## config.mk

```make
export PLATFORM = sky130hd
export DESIGN_NAME = sine_lfo_with_ramped_depth_flat
export DESIGN_NICKNAME = d
export VERILOG_FILES = /design/src/sld_pkg.sv /design/src/sld_stream_if.sv /design/src/sld_mul.sv /design/src/sld_div.sv /design/src/sine_lfo_with_ramped_depth.sv /design/src/flat_wrapper.sv
export SDC_FILE = /design/constraint.sdc
export NUM_CORES = 2
export LEC_CHECK = 0
export ABC_AREA = 1
export BUFFER_PORTS_ARGS = -buffer_cell sky130_fd_sc_hd__buf_2
export CAP_MARGIN = 10
export CORE_MARGIN = 5
export CORE_UTILIZATION = 40
export DETAILED_ROUTE_END_ITERATION = 10
export GPL_TIMING_DRIVEN = 0
export PLACE_DENSITY = 0.61
export SYNTH_ARGS = -nofsm -noshare
export SYNTH_HDL_FRONTEND = slang
export SYNTH_SLANG_ARGS = --single-unit
```

## constraint.sdc

```tcl
create_clock -name clk_i -period 5.3 [get_ports clk_i]
set_clock_uncertainty 0.1 [all_clocks]
set_input_delay 1.06 -clock clk_i [delete_from_list [all_inputs] [get_ports clk_i]]
set_output_delay 1.06 -clock clk_i [all_outputs]
set_load 0.02 [all_outputs]
```

## src/sld_pkg.sv

```systemverilog
`default_nettype none

package sld_pkg;

  // Value format: signed Q8.16 in 24 bits
  localparam int unsigned VAL_W = 24;
  localparam logic signed [VAL_W-1:0] VAL_MAX = 24'sh7FFFFF;
  localparam logic signed [VAL_W-1:0] VAL_MIN = 24'sh800000;

  // Rate register and step count share the divisor width
  localparam int unsigned DEN_W = 16;
  localparam logic [DEN_W-1:0] RATE_RESET = 16'd60;

  // Command codes
  localparam logic [1:0] CMD_TICK     = 2'd0;
  localparam logic [1:0] CMD_SET_AMP  = 2'd1;
  localparam logic [1:0] CMD_SET_FREQ = 2'd2;
  localparam logic [1:0] CMD_INIT     = 2'd3;

  // Shared multiplier: 32x32 unsigned, 4 bits of the multiplier per cycle
  localparam int unsigned MUL_W   = 32;
  localparam int unsigned MUL_DIG = 4;

  // Quarter-wave polynomial, Q30 coefficients
  localparam int unsigned Q_FRAC = 30;
  localparam int unsigned X_W    = 31;
  localparam logic [MUL_W-1:0] SIN_C1 = 32'd1686629713;
  localparam logic [MUL_W-1:0] SIN_C3 = 32'd693598669;
  localparam logic [MUL_W-1:0] SIN_C5 = 32'd85569305;
  localparam logic [MUL_W-1:0] SIN_C7 = 32'd5026997;
  localparam logic [MUL_W-1:0] SIN_C9 = 32'd172271;
  localparam logic [16:0]      SIN_ONE = 17'd65536;

  typedef struct packed {
    logic [1:0]              cmd;
    logic signed [VAL_W-1:0] target_amplitude;
    logic [DEN_W-1:0]        step_count;
    logic signed [VAL_W-1:0] frequency;
    logic signed [VAL_W-1:0] init_value;
  } cmd_t;

  typedef struct packed {
    logic signed [VAL_W-1:0] lfo_value;
    logic signed [VAL_W-1:0] amplitude;
  } res_t;

endpackage

`default_nettype wire

```

## src/sld_stream_if.sv

```systemverilog
`default_nettype none

// Valid/ready channel; a transfer happens when both are high at a clock edge
interface sld_stream_if #(
  parameter type data_t = logic
);
  logic  valid;
  logic  ready;
  data_t data;

  modport source (output valid, output data, input ready);
  modport sink   (input valid, input data, output ready);
endinterface

`default_nettype wire

```

## src/sld_mul.sv

```systemverilog
`default_nettype none

// Unsigned multiplier, one 4-bit digit of b per cycle, LSB first
module sld_mul (
  input  logic                         clk_i,
  input  logic                         rst_ni,
  input  logic                         start_i,
  input  logic [sld_pkg::MUL_W-1:0]    a_i,
  input  logic [sld_pkg::MUL_W-1:0]    b_i,
  output logic                         done_o,
  output logic [2*sld_pkg::MUL_W-1:0]  prod_o
);

  localparam int unsigned W     = sld_pkg::MUL_W;
  localparam int unsigned DIG   = sld_pkg::MUL_DIG;
  localparam int unsigned STEPS = W / DIG;
  localparam int unsigned CNT_W = $clog2(STEPS);

  logic             busy_q;
  logic             done_q;
  logic [CNT_W-1:0] cnt_q;
  logic [W-1:0]     a_q;
  logic [2*W-1:0]   prod_q;
  logic [W+DIG-1:0] part;
  logic [W+DIG-1:0] sum;

  // High half accumulates; multiplier digits shift out of the low half
  assign part = (W+DIG)'(a_q) * (W+DIG)'(prod_q[DIG-1:0]);
  assign sum  = (W+DIG)'(prod_q[2*W-1:W]) + part;

  always_ff @(posedge clk_i or negedge rst_ni) begin
    if (!rst_ni) begin
      busy_q <= 1'b0;
      done_q <= 1'b0;
      cnt_q  <= '0;
    end else begin
      done_q <= 1'b0;
      if (start_i) begin
        busy_q <= 1'b1;
        cnt_q  <= '0;
      end else if (busy_q) begin
        cnt_q <= cnt_q + 1'b1;
        if (cnt_q == CNT_W'(STEPS - 1)) begin
          busy_q <= 1'b0;
          done_q <= 1'b1;
        end
      end
    end
  end

  always_ff @(posedge clk_i) begin
    if (start_i) begin
      a_q    <= a_i;
      prod_q <= {{W{1'b0}}, b_i};
    end else if (busy_q) begin
      prod_q <= {sum, prod_q[W-1:DIG]};
    end
  end

  assign done_o = done_q;
  assign prod_o = prod_q;

endmodule

`default_nettype wire

```

## src/sld_div.sv

```systemverilog
`default_nettype none

// Restoring unsigned divider, one quotient bit per cycle, MSB first
module sld_div #(
  parameter int unsigned DVD_W = 39
) (
  input  logic                           clk_i,
  input  logic                           rst_ni,
  input  logic                           start_i,
  input  logic [DVD_W-1:0]               dividend_i,
  input  logic [sld_pkg::DEN_W-1:0]      divisor_i,
  output logic                           done_o,
  output logic [DVD_W-1:0]               quotient_o
);

  localparam int unsigned DW    = sld_pkg::DEN_W;
  localparam int unsigned CNT_W = $clog2(DVD_W);

  logic             busy_q;
  logic             done_q;
  logic [CNT_W-1:0] cnt_q;
  logic [DVD_W-1:0] quo_q;
  logic [DW-1:0]    rem_q;
  logic [DW-1:0]    den_q;
  logic [DW:0]      rem_sh;
  logic [DW+1:0]    trial;
  logic             fits;
  logic [DW-1:0]    rem_nx;

  // Bring down the next dividend bit and try one subtraction
  assign rem_sh = {rem_q, quo_q[DVD_W-1]};
  assign trial  = {1'b0, rem_sh} - {2'b00, den_q};
  assign fits   = !trial[DW+1];
  assign rem_nx = fits ? trial[DW-1:0] : rem_sh[DW-1:0];

  always_ff @(posedge clk_i or negedge rst_ni) begin
    if (!rst_ni) begin
      busy_q <= 1'b0;
      done_q <= 1'b0;
      cnt_q  <= '0;
    end else begin
      done_q <= 1'b0;
      if (start_i) begin
        busy_q <= 1'b1;
        cnt_q  <= '0;
      end else if (busy_q) begin
        cnt_q <= cnt_q + 1'b1;
        if (cnt_q == CNT_W'(DVD_W - 1)) begin
          busy_q <= 1'b0;
          done_q <= 1'b1;
        end
      end
    end
  end

  always_ff @(posedge clk_i) begin
    if (start_i) begin
      quo_q <= dividend_i;
      rem_q <= '0;
      den_q <= divisor_i;
    end else if (busy_q) begin
      quo_q <= {quo_q[DVD_W-2:0], fits};
      rem_q <= rem_nx;
    end
  end

  assign done_o     = done_q;
  assign quotient_o = quo_q;

endmodule

`default_nettype wire

```

## src/sine_lfo_with_ramped_depth.sv

```systemverilog
`default_nettype none

// Sine LFO with linearly ramped depth, signed Q8.16 values.
// cmd_if (sink) takes commands: tick, set amplitude target, set frequency,
// init. Every command gives exactly one result on res_if (source): the
// oscillator output and the current amplitude after the command.
// cfg_we_i/cfg_data_i write the update rate (ticks per second); write it
// only while no command is in flight. A rate of zero acts as one.
// Work from command transfer to result valid:
//   tick while running: seven passes through the shared
//     4-bit-per-cycle multiplier (sine polynomial, then depth scaling)
//   set frequency above zero: one quotient bit per cycle
//     in the serial divider (DVD_W = PHASE_BITS + 7, at least 25)
//   set target with nonzero count: the same divider
//   other commands: no arithmetic unit, straight to the output register
// One command is worked on at a time; cmd_if.ready is high only when idle.
// The result sits in an output register, so a new command is taken while
// the previous result waits; a stalled receiver holds the result and stops
// the block from finishing the next one. Reset clears the control and
// oscillator state, sets the rate to 60 and leaves the oscillator stopped.
module sine_lfo_with_ramped_depth #(
  parameter int unsigned SINE_ENTRIES = 1024,
  parameter int unsigned PHASE_BITS   = 32
) (
  input  logic                          clk_i,
  input  logic                          rst_ni,
  input  logic                          cfg_we_i,
  input  logic [sld_pkg::DEN_W-1:0]     cfg_data_i,
  sld_stream_if.sink                    cmd_if,
  sld_stream_if.source                  res_if
);

  localparam int unsigned VW       = sld_pkg::VAL_W;
  localparam int unsigned MW       = sld_pkg::MUL_W;
  localparam int unsigned QF       = sld_pkg::Q_FRAC;
  localparam int unsigned SINE_AW  = $clog2(SINE_ENTRIES);
  localparam int unsigned SINE_K_W = SINE_AW + 1;
  localparam int unsigned X_SHIFT  = QF - SINE_AW;
  localparam int unsigned DVD_W    = (PHASE_BITS + 7 > 25) ? PHASE_BITS + 7 : 25;

  // Sequencer states
  localparam logic [1:0] ST_IDLE = 2'd0;
  localparam logic [1:0] ST_DIV  = 2'd1;
  localparam logic [1:0] ST_MUL  = 2'd2;
  localparam logic [1:0] ST_OUT  = 2'd3;

  logic [1:0] state_q, state_d;
  logic [1:0] cmd_q, cmd_d;
  logic [2:0] stp_q, stp_d;
  logic       run_q, run_d;
  logic       res_valid_q, res_valid_d;
  logic [sld_pkg::DEN_W-1:0] rate_q;

  sld_pkg::res_t            res_data_q, res_data_d;
  logic signed [VW-1:0]     out_val_q, out_val_d;
  logic signed [VW-1:0]     amp_cur_q, amp_cur_d;
  logic signed [VW-1:0]     amp_tgt_q, amp_tgt_d;
  logic signed [VW-1:0]     amp_step_q, amp_step_d;
  logic [PHASE_BITS-1:0]    phase_q, phase_d;
  logic [PHASE_BITS-1:0]    inc_q, inc_d;
  logic [sld_pkg::X_W-1:0]  x_q, x_d;
  logic [sld_pkg::X_W-1:0]  x2_q, x2_d;
  logic                     s_neg_q, s_neg_d;
  logic                     quo_neg_q, quo_neg_d;

  // Shared units
  logic                     mul_start, mul_done;
  logic [MW-1:0]            mul_a, mul_b;
  logic [2*MW-1:0]          mul_prod;
  logic                     div_start, div_done;
  logic [DVD_W-1:0]         div_dvd, div_quo;
  logic [sld_pkg::DEN_W-1:0] div_den;

  sld_mul u_mul (
    .clk_i   (clk_i),
    .rst_ni  (rst_ni),
    .start_i (mul_start),
    .a_i     (mul_a),
    .b_i     (mul_b),
    .done_o  (mul_done),
    .prod_o  (mul_prod)
  );

  sld_div #(.DVD_W(DVD_W)) u_div (
    .clk_i      (clk_i),
    .rst_ni     (rst_ni),
    .start_i    (div_start),
    .dividend_i (div_dvd),
    .divisor_i  (div_den),
    .done_o     (div_done),
    .quotient_o (div_quo)
  );

  // Ramp move toward the target, clamped at it
  logic signed [VW:0]   ramp_sum;
  logic signed [VW:0]   tgt_ext;
  logic signed [VW-1:0] ramp_next;

  assign ramp_sum = {amp_cur_q[VW-1], amp_cur_q} + {amp_step_q[VW-1], amp_step_q};
  assign tgt_ext  = {amp_tgt_q[VW-1], amp_tgt_q};

  always_comb begin
    if (!amp_step_q[VW-1] && (amp_step_q != '0) && (amp_tgt_q > amp_cur_q)) begin
      ramp_next = (ramp_sum > tgt_ext) ? amp_tgt_q : ramp_sum[VW-1:0];
    end else if (amp_step_q[VW-1] && (amp_tgt_q < amp_cur_q)) begin
      ramp_next = (ramp_sum < tgt_ext) ? amp_tgt_q : ramp_sum[VW-1:0];
    end else begin
      ramp_next = amp_cur_q;
    end
  end

  // Quarter-wave argument from the phase: quadrant and index
  logic [1:0]               quad;
  logic [SINE_AW-1:0]       ridx;
  logic [SINE_K_W-1:0]      kidx;
  logic [sld_pkg::X_W-1:0]  x_new;

  assign quad  = phase_q[PHASE_BITS-1 -: 2];
  assign ridx  = phase_q[PHASE_BITS-3 -: SINE_AW];
  assign kidx  = quad[0] ? (SINE_K_W'(SINE_ENTRIES) - {1'b0, ridx}) : {1'b0, ridx};
  assign x_new = sld_pkg::X_W'(kidx) << X_SHIFT;

  // Target difference and its saturated form
  logic signed [VW:0]   diff;
  logic [VW:0]          diff_mag;
  logic signed [VW-1:0] diff_sat;

  assign diff     = {cmd_if.data.target_amplitude[VW-1], cmd_if.data.target_amplitude}
                  - {amp_cur_q[VW-1], amp_cur_q};
  assign diff_mag = diff[VW] ? (VW+1)'(-diff) : (VW+1)'(diff);
  assign diff_sat = (diff[VW] != diff[VW-1]) ? (diff[VW] ? sld_pkg::VAL_MIN : sld_pkg::VAL_MAX)
                                              : diff[VW-1:0];

  // Signed step from the divider magnitude, saturated
  logic [VW:0]          qmag;
  logic signed [VW-1:0] step_sat;

  assign qmag = div_quo[VW:0];
  always_comb begin
    if (quo_neg_q) begin
      step_sat = (qmag > (VW+1)'(25'd8388608)) ? sld_pkg::VAL_MIN : VW'(-qmag[VW-1:0]);
    end else begin
      step_sat = (qmag > (VW+1)'(25'd8388607)) ? sld_pkg::VAL_MAX : qmag[VW-1:0];
    end
  end

  // Horner step: coefficient minus the last Q30 product
  logic [MW-1:0] poly_c;
  logic [MW-1:0] poly_p;

  always_comb begin
    case (stp_q)
      3'd1:    poly_c = sld_pkg::SIN_C7;
      3'd2:    poly_c = sld_pkg::SIN_C5;
      3'd3:    poly_c = sld_pkg::SIN_C3;
      default: poly_c = sld_pkg::SIN_C1;
    endcase
  end
  assign poly_p = poly_c - mul_prod[QF+MW-1:QF];

  // Q30 sine to Q16 with rounding and cap at one
  logic [MW:0]   s_rnd;
  logic [18:0]   s_raw;
  logic [16:0]   s_q16;

  assign s_rnd = {1'b0, mul_prod[QF+MW-1:QF]} + (MW+1)'(8192);
  assign s_raw = s_rnd[32:14];
  assign s_q16 = (s_raw > 19'(sld_pkg::SIN_ONE)) ? sld_pkg::SIN_ONE : s_raw[16:0];

  // Depth scaling: magnitudes, then sign and saturation
  logic [VW-1:0]        amp_mag;
  logic [VW-1:0]        out_mag;
  logic                 out_neg;
  logic signed [VW-1:0] out_new;

  assign amp_mag = amp_cur_q[VW-1] ? VW'(-amp_cur_q) : amp_cur_q;
  assign out_mag = mul_prod[VW+15:16];
  assign out_neg = s_neg_q ^ amp_cur_q[VW-1];
  assign out_new = out_neg ? VW'(-out_mag)
                           : (out_mag[VW-1] ? sld_pkg::VAL_MAX : out_mag);

  // Sequencer
  always_comb begin
    state_d     = state_q;
    cmd_d       = cmd_q;
    stp_d       = stp_q;
    run_d       = run_q;
    out_val_d   = out_val_q;
    phase_d     = phase_q;
    inc_d       = inc_q;
    amp_cur_d   = amp_cur_q;
    amp_tgt_d   = amp_tgt_q;
    amp_step_d  = amp_step_q;
    x_d         = x_q;
    x2_d        = x2_q;
    s_neg_d     = s_neg_q;
    quo_neg_d   = quo_neg_q;
    mul_start   = 1'b0;
    mul_a       = '0;
    mul_b       = '0;
    div_start   = 1'b0;
    div_dvd     = '0;
    div_den     = '0;
    res_valid_d = res_valid_q && !res_if.ready;
    res_data_d  = res_data_q;

    unique case (state_q)
      ST_IDLE: begin
        if (cmd_if.valid) begin
          cmd_d = cmd_if.data.cmd;
          unique case (cmd_if.data.cmd)
            sld_pkg::CMD_TICK: begin
              if (run_q) begin
                amp_cur_d = ramp_next;
                x_d       = x_new;
                s_neg_d   = quad[1];
                stp_d     = '0;
                mul_start = 1'b1;
                mul_a     = MW'(x_new);
                mul_b     = MW'(x_new);
                state_d   = ST_MUL;
              end else begin
                state_d = ST_OUT;
              end
            end
            sld_pkg::CMD_SET_AMP: begin
              amp_tgt_d = cmd_if.data.target_amplitude;
              if (cmd_if.data.step_count == '0) begin
                amp_cur_d  = cmd_if.data.target_amplitude;
                amp_step_d = diff_sat;
                state_d    = ST_OUT;
              end else begin
                quo_neg_d = diff[VW];
                div_start = 1'b1;
                div_dvd   = DVD_W'(diff_mag);
                div_den   = cmd_if.data.step_count;
                state_d   = ST_DIV;
              end
            end
            sld_pkg::CMD_SET_FREQ: begin
              phase_d   = '0;
              out_val_d = '0;
              run_d     = (cmd_if.data.frequency > 0);
              if (cmd_if.data.frequency > 0) begin
                div_start = 1'b1;
                div_dvd   = DVD_W'(cmd_if.data.frequency[VW-2:0]) << (PHASE_BITS - 16);
                div_den   = (rate_q == '0) ? sld_pkg::DEN_W'(1) : rate_q;
                state_d   = ST_DIV;
              end else begin
                inc_d   = '0;
                state_d = ST_OUT;
              end
            end
            default: begin
              out_val_d = cmd_if.data.init_value;
              amp_cur_d = '0;
              amp_tgt_d = '0;
              state_d   = ST_OUT;
            end
          endcase
        end
      end

      ST_DIV: begin
        if (div_done) begin
          if (cmd_q == sld_pkg::CMD_SET_AMP) begin
            amp_step_d = step_sat;
          end else begin
            inc_d = div_quo[PHASE_BITS-1:0];
          end
          state_d = ST_OUT;
        end
      end

      ST_MUL: begin
        if (mul_done) begin
          stp_d = stp_q + 1'b1;
          unique case (stp_q) inside
            3'd0: begin
              x2_d      = mul_prod[QF+sld_pkg::X_W-1:QF];
              mul_start = 1'b1;
              mul_a     = MW'(mul_prod[QF+sld_pkg::X_W-1:QF]);
              mul_b     = sld_pkg::SIN_C9;
            end
            [3'd1:3'd3]: begin
              mul_start = 1'b1;
              mul_a     = MW'(x2_q);
              mul_b     = poly_p;
            end
            3'd4: begin
              mul_start = 1'b1;
              mul_a     = MW'(x_q);
              mul_b     = poly_p;
            end
            3'd5: begin
              mul_start = 1'b1;
              mul_a     = MW'(s_q16);
              mul_b     = MW'(amp_mag);
            end
            default: begin
              out_val_d = out_new;
              phase_d   = phase_q + inc_q;
              state_d   = ST_OUT;
            end
          endcase
        end
      end

      default: begin
        if (!res_valid_q || res_if.ready) begin
          res_valid_d          = 1'b1;
          res_data_d.lfo_value = out_val_q;
          res_data_d.amplitude = amp_cur_q;
          state_d              = ST_IDLE;
        end
      end
    endcase
  end

  // Control and architectural state
  always_ff @(posedge clk_i or negedge rst_ni) begin
    if (!rst_ni) begin
      state_q     <= ST_IDLE;
      cmd_q       <= sld_pkg::CMD_TICK;
      stp_q       <= '0;
      run_q       <= 1'b0;
      res_valid_q <= 1'b0;
      rate_q      <= sld_pkg::RATE_RESET;
      out_val_q   <= '0;
      phase_q     <= '0;
      inc_q       <= '0;
      amp_cur_q   <= '0;
      amp_tgt_q   <= '0;
      amp_step_q  <= '0;
    end else begin
      state_q     <= state_d;
      cmd_q       <= cmd_d;
      stp_q       <= stp_d;
      run_q       <= run_d;
      res_valid_q <= res_valid_d;
      if (cfg_we_i) begin
        rate_q <= cfg_data_i;
      end
      out_val_q   <= out_val_d;
      phase_q     <= phase_d;
      inc_q       <= inc_d;
      amp_cur_q   <= amp_cur_d;
      amp_tgt_q   <= amp_tgt_d;
      amp_step_q  <= amp_step_d;
    end
  end

  // Working registers and result payload
  always_ff @(posedge clk_i) begin
    x_q        <= x_d;
    x2_q       <= x2_d;
    s_neg_q    <= s_neg_d;
    quo_neg_q  <= quo_neg_d;
    res_data_q <= res_data_d;
  end

  assign cmd_if.ready = (state_q == ST_IDLE);
  assign res_if.valid = res_valid_q;
  assign res_if.data  = res_data_q;

endmodule

`default_nettype wire

```

## src/flat_wrapper.sv

```systemverilog
// flat-port wrapper written by rule: the top's interface ports become plain ports
module sine_lfo_with_ramped_depth_flat 
#(
  parameter int unsigned SINE_ENTRIES = 1024,
  parameter int unsigned PHASE_BITS   = 32
)
  (clk_i, rst_ni, cfg_we_i, cfg_data_i, cmd_if_valid, cmd_if_data, cmd_if_ready, res_if_valid, res_if_data, res_if_ready);
  sld_stream_if #(.data_t(sld_pkg::cmd_t)) cmd_if_i ();
  sld_stream_if #(.data_t(sld_pkg::res_t)) res_if_i ();
  input  logic clk_i;
  input  logic rst_ni;
  input  logic cfg_we_i;
  input  logic [sld_pkg::DEN_W-1:0] cfg_data_i;
  input wire logic [$bits(cmd_if_i.valid)-1:0] cmd_if_valid;
  input wire logic [$bits(cmd_if_i.data)-1:0] cmd_if_data;
  output wire logic [$bits(cmd_if_i.ready)-1:0] cmd_if_ready;
  output wire logic [$bits(res_if_i.valid)-1:0] res_if_valid;
  output wire logic [$bits(res_if_i.data)-1:0] res_if_data;
  input wire logic [$bits(res_if_i.ready)-1:0] res_if_ready;
  assign cmd_if_i.valid = cmd_if_valid;
  assign cmd_if_i.data = cmd_if_data;
  assign cmd_if_ready = cmd_if_i.ready;
  assign res_if_valid = res_if_i.valid;
  assign res_if_data = res_if_i.data;
  assign res_if_i.ready = res_if_ready;
  sine_lfo_with_ramped_depth #(.SINE_ENTRIES(SINE_ENTRIES), .PHASE_BITS(PHASE_BITS)) u_core (.clk_i(clk_i), .rst_ni(rst_ni), .cfg_we_i(cfg_we_i), .cfg_data_i(cfg_data_i), .cmd_if(cmd_if_i), .res_if(res_if_i));
endmodule
```

### Yosys cells after proc, flatten, opt, wreduce, memory -nomap -nowiden

Cells that the tools add are included.

| word-level totals | value |
|---|---|
| bits of input ports | 111 |
| bits in registers | 457 |
| word-level logic and storage cells | 239 |
| output and inout bits | 50 |

| cells by class | value |
|---|---|
| order comparisons | 10 |
| reductions and logical operators | 40 |
| bitwise logic cells | 5 |
| eq/ne operators | 29 |
| $add $sub $neg | 15 |
| $mul | 1 |
| mux-type cells | 109 |

Operator list:

| operator | number |
|---|---|
| $mux 24 | 21 |
| $mux 32 | 15 |
| $pmux 32 s2 | 4 |
| $mux 39 | 5 |
| $pmux 24 s2 | 4 |
| $pmux 31 s4 | 1 |
| $pmux 32 s3 | 1 |
| $pmux 31 s3 | 1 |
| $pmux 39 s2 | 1 |
| $neg 24->24 | 3 |
| $pmux 24 s3 | 1 |
| $mux 16 | 4 |
| $mux 25 | 2 |
| $add 32x36->36 | 1 |
| $mul 32x4->36 | 1 |
| $add 32x14->33 const B | 1 |
| $add 32x32->32 | 1 |
| $logic_not 16->1 | 2 |
| $pmux 16 s2 | 1 |
| $sub 31x32->32 | 1 |
| $mux 31 | 1 |
| $add 24x24->25 | 1 |
| $gt 25x23->1 const B | 1 |
| $gt 25x24->1 | 1 |
| other kinds (52) | 134 |

### Depth between registers and ports, before layout

| logic depth | value |
|---|---|
| word-level depth | 8 |
| gate-level depth with buffers | 28 |
| mapped depth without buffers | 27 |

### Hierarchy

From an unflattened synthesis, not the netlist that was laid out.

| unflattened totals | value |
|---|---|
| cell total of the unflattened synthesis | 5623 |
| area, all modules | 38683.4 sq um |

Modules (own cells, without submodules):

| module | cells an instance | area each (sq um) | times used | sequential area each (sq um) |
|---|---|---|---|---|
| sine_lfo_with_ramped_depth | 3806 | 24920.2 | 1 | 7397.1 |
| sld_mul | 1271 | 9365.2 | 1 | 2687.6 |
| sld_div | 546 | 4398.0 | 1 | 2172.1 |

### Worst setup path after synthesis

No wires, ideal clock.

| timing | value |
|---|---|
| path kind | register to register |
| from | register u_core.u_mul.prod_q[3] (netlist: u_core.u_mul.prod_o[3]) |
| to | register u_core.u_mul.prod_q[58] (netlist: u_core.u_mul.prod_o[58]) |
| clock period less this slack | 4.220 ns |
| data arrival time | 4.005 ns |
| cell stages (with the launch flop) | 20 |
| path buffers | 1 |
| setup slack | 1.080 ns |
| library setup time | 0.115 ns |
| required time | 5.085 ns |
| path through | edfxtp_1 -> clkbuf_1 -> nand2_1 -> fa_1 -> fa_1 -> fa_1 -> inv_1 -> ha_1 -> a21oi_1 -> nand2_1 -> nand2_1 -> nand2_1 -> a21oi_1 -> o21ai_0 -> a21oi_1 -> o21ai_0 -> nand2_1 -> nand2_1 -> o21ai_0 -> inv_1 |

| between the ends | value |
|---|---|
| longest elaborated chain between the ends | 2 |

RTL lines:

| what | RTL line | source |
|---|---|---|
| start: declaration | sld_mul.sv:23 | `logic [2*W-1:0] prod_q;` |
| start signal: assignment | sld_mul.sv:54 | `prod_q <= {{W{1'b0}}, b_i};` |
| start signal: assignment | sld_mul.sv:56 | `prod_q <= {sum, prod_q[W-1:DIG]};` |
| $mul 32x4->36 | sld_mul.sv:28 | `assign part = (W+DIG)'(a_q) * (W+DIG)'(prod_q[DIG-1:0]);` |
| $add 32x36->36 | sld_mul.sv:29 | `assign sum = (W+DIG)'(prod_q[2*W-1:W]) + part;` |

Every way passes these cells.
A chain may end at the register's enable or synchronous reset.

### Final worst setup path

| timing | value |
|---|---|
| from | register u_core.u_mul.prod_q[3] (netlist: u_core.u_mul.prod_o[3]) |
| to | register u_core.u_mul.prod_q[55] (netlist: u_core.u_mul.prod_o[55]) |

Same word-level chain as after synthesis.

==> results.yml <==
global_route:
  grt-ovfl-total: 0
  antenna_found_initial: 3
  grt_first_pass_wirelength_mm: 192.7
  grt_pass1_vias: 32270
  grt_max_degree: 103
  grt_usage: 0.2564
setup_path:
  arrival_ps: 5460
  cp_slowest_cell: "edfxtp_1"
  end_kind: "register"
  worstPathMaxFanout: 10
  path_class: "reg2reg"
  cp_top_family: "adder cells"
  slowest_delay_ps: 560
  crit_required_ps: 5750
  worstPathCellList: "clkbuf_4, nand2_1, fa_1, fa_1, fa_1, inv_1, ha_1, nand2_1, nand2_1, o21ai_0, o21ai_1, nand2_1, o211ai_1, nand2_1, nand2_1, nand2_1, nand2_1, nand3_1, nand3_1, nand3_1, nand2_1, inv_1"
  start_kind: "register"
  crit_top_cell: "nand2_1"
  critPathBufInv: 3
sta:
  hold_viol: 0
  setup_viol: 0
  relSlewSlack: 0.2205
  postLayoutSetupSlackWorst_ps: 295.0
  post-route-min-period_ps: 5005
  slew_violations: 0
  tightestPinTransition_ps: 1169
  max_freq_mhz: 199.8
  fin_crit_sh: 0.9443
finish:
  nNetsFinal: 5588
  design_area_um2: 40580
  drive_gt1_frac: 0.08049
  synthToLayoutAreaGrowth_pct: 12.45
  layout.cells.non_filler: 6371
  fin_util: 0.4522
placed_design:
  pre_cts_ws_ps: -214.2
  place.gp.congestion: 0.9636
  placed_cells: 6256
  io_buffers: 160
  hpwlAfterDp_mm: 101.5
  place_area_um2: 38530
yosys:
  synth_top_cell_area_share: 0.1747
  synth.most_common_cell: "nand2_1"
  ys_warn_count: 0
  async_flop_share: 0.4342
  synth-main-ff-cell: "edfxtp_1"
  ys_seq_area_frac: 0.3388
  synth_fp_nets: 5356
  synthDistinctLibCells: 63
  synthCells: 4913
  synth.largest_area_cell: "edfxtp_1"
  syn-cell-area_um2: 36090
  yosys_register_bits: 456
  yosys-top-cells-count: "nand2_1, inv_1, nor2_1, a21oi_1, o21ai_0"
  synth_edf_count: 210
  synth_area_leaders: "edfxtp_1, dfrtp_1, nand2_1"
  avgSynthCellArea_um2: 7.346
clocking:
  hold_buffers: 0
  numCtsBuffers: 56
  clkLatencyLatePin_ps: 670
  clock_path_buffers: 3
  htree_levels: 2
  clkSinkCount: 456
  clk_pin_slew_ps: 70
  cts_tree: "yes"
  cts_root_buffer: "clkbuf_16"
floorplanning:
  design.die.area_um2: 96330
  fp.dieH_um: 310.4
  start_util: 0.4022
  rows: 110
  fp.coreArea_um2: 89740
  die_w_um: 310.4
  pin_count: 161
detailed_routing:
  drc: 0
  vias_per_cell: 5.418
  drt-total-wl_mm: 126.2
  vias: 34520
  drtAntennaViolNets: 0
  routedWlPerCell_um: 19.80
  dr.pass1.iters: 8
  drt_iter0_drc: 3207
job:
  cap_violations: 0
worst_hold_path:
  hold_class: "in2async"
run_status:
  status: "complete, no violations"
flip-flops by register name, summed over array words and instances, names as in the netlist, 31 cells and up:
| signal | count |
|---|---|
| u_core.inc_q | 32 |
| u_core.phase_q | 32 |
| u_core.res_if.data | 48 |
| u_core.u_div.quotient_o | 39 |
| u_core.u_mul.a_q | 31 |
| u_core.u_mul.prod_o | 64 |
| u_core.x2_q | 31 |
final cells by class:
| type | instances | area, um^2 |
|---|---|---|
| antenna | 2 | 5.005 |
| buffer | 145 | 633.1 |
| clock buffer | 72 | 1491 |
| clock inverter | 34 | 446.7 |
| fill | 9235 | 49150 |
| inverter | 711 | 2673 |
| multi-input combinational | 3600 | 20620 |
| sequential | 456 | 12230 |
| tap | 1176 | 1471 |
| timing repair buffer | 175 | 1011 |
kinds of logic after synthesis:
group / Yosys count / share of synthesized area
AOI/OAI and AO/OA: 992 / 0.1544
xor gates and xnor gates: 117 / 0.02891
adders and majority gates: 332 / 0.1347
buffers and inverters: 857 / 0.09132
DFF: 456 / 0.3388
and+or+nand+nor: 2159 / 0.2519
what timing repair did:
| action | in CTS | in global routing |
|---|---|---|
| endpoints found under the setup margin | 39 | 41 |
| buffers inserted | 0 | 8 |
| gates resized for setup | 4 | 19 |
path summary, 6_finish.rpt:
path	cells past startpoint	start	to	slack, ps
max	22	u_core.u_mul.prod_o[3]$_DFFE_PP_	u_core.u_mul.prod_o[55]$_SDFFE_PP0P_	290
min	1	rst_ni	u_core.u_div.cnt_q[4]$_DFFE_PN0P_	260
max reg2reg	22	u_core.u_mul.prod_o[3]$_DFFE_PP_	u_core.u_mul.prod_o[55]$_SDFFE_PP0P_	290
min reg2reg	0	u_core.out_val_q[17]$_DFFE_PN0P_	u_core.res_if.data[41]$_DFFE_PP_	350
max in group asynchronous	2	rst_ni	u_core.out_val_q[22]$_DFFE_PN0P_	3690
min in group clk_i	0	u_core.out_val_q[17]$_DFFE_PN0P_	u_core.res_if.data[41]$_DFFE_PP_	350
metrics by stage:
stage	hold slack, ps	TNS [ps]
floorplan	325.3	0
global placement	333.1	-180230
detailed placement	335.3	-2987
CTS	301.1	0
global route	338.7	-4.242
finish	261.3	0
layout by cell type (no fill, tap or decap), types with 27 or more instances in the layout:
cell type / instances
nand2_1: 1193
inv_1: 690
nor2_1: 421
a21oi_1: 352
o21ai_0: 348
nand3_1: 307
ha_1: 238
edfxtp_1: 210
buf_2: 195
dfrtp_1: 193
clkbuf_1: 108
fa_1: 94
xor2_1: 85
nand4_1: 74
nor3_1: 57
clkbuf_16: 56
dfxtp_1: 48
a31oi_1: 39
o21ai_1: 39
o22ai_1: 37
xnor2_1: 31
o211ai_1: 27
layer usage:
| layer | GRT usage | vias up | wire [um] |
|---|---|---|---|
| met4 | 0.05499 | 2 | 2778 |
| li1 | - | 16800 | - |
| met1 | 0.3743 | 16420 | 58210 |
| met5 | 0 | - | 13 |
| met2 | 0.4016 | 1156 | 55270 |
| met3 | 0.04451 | 141 | 9887 |
Power is left out: the tool's default activity adds up to more than one toggle a clock period on the data nets, which glitch-free logic cannot reach.
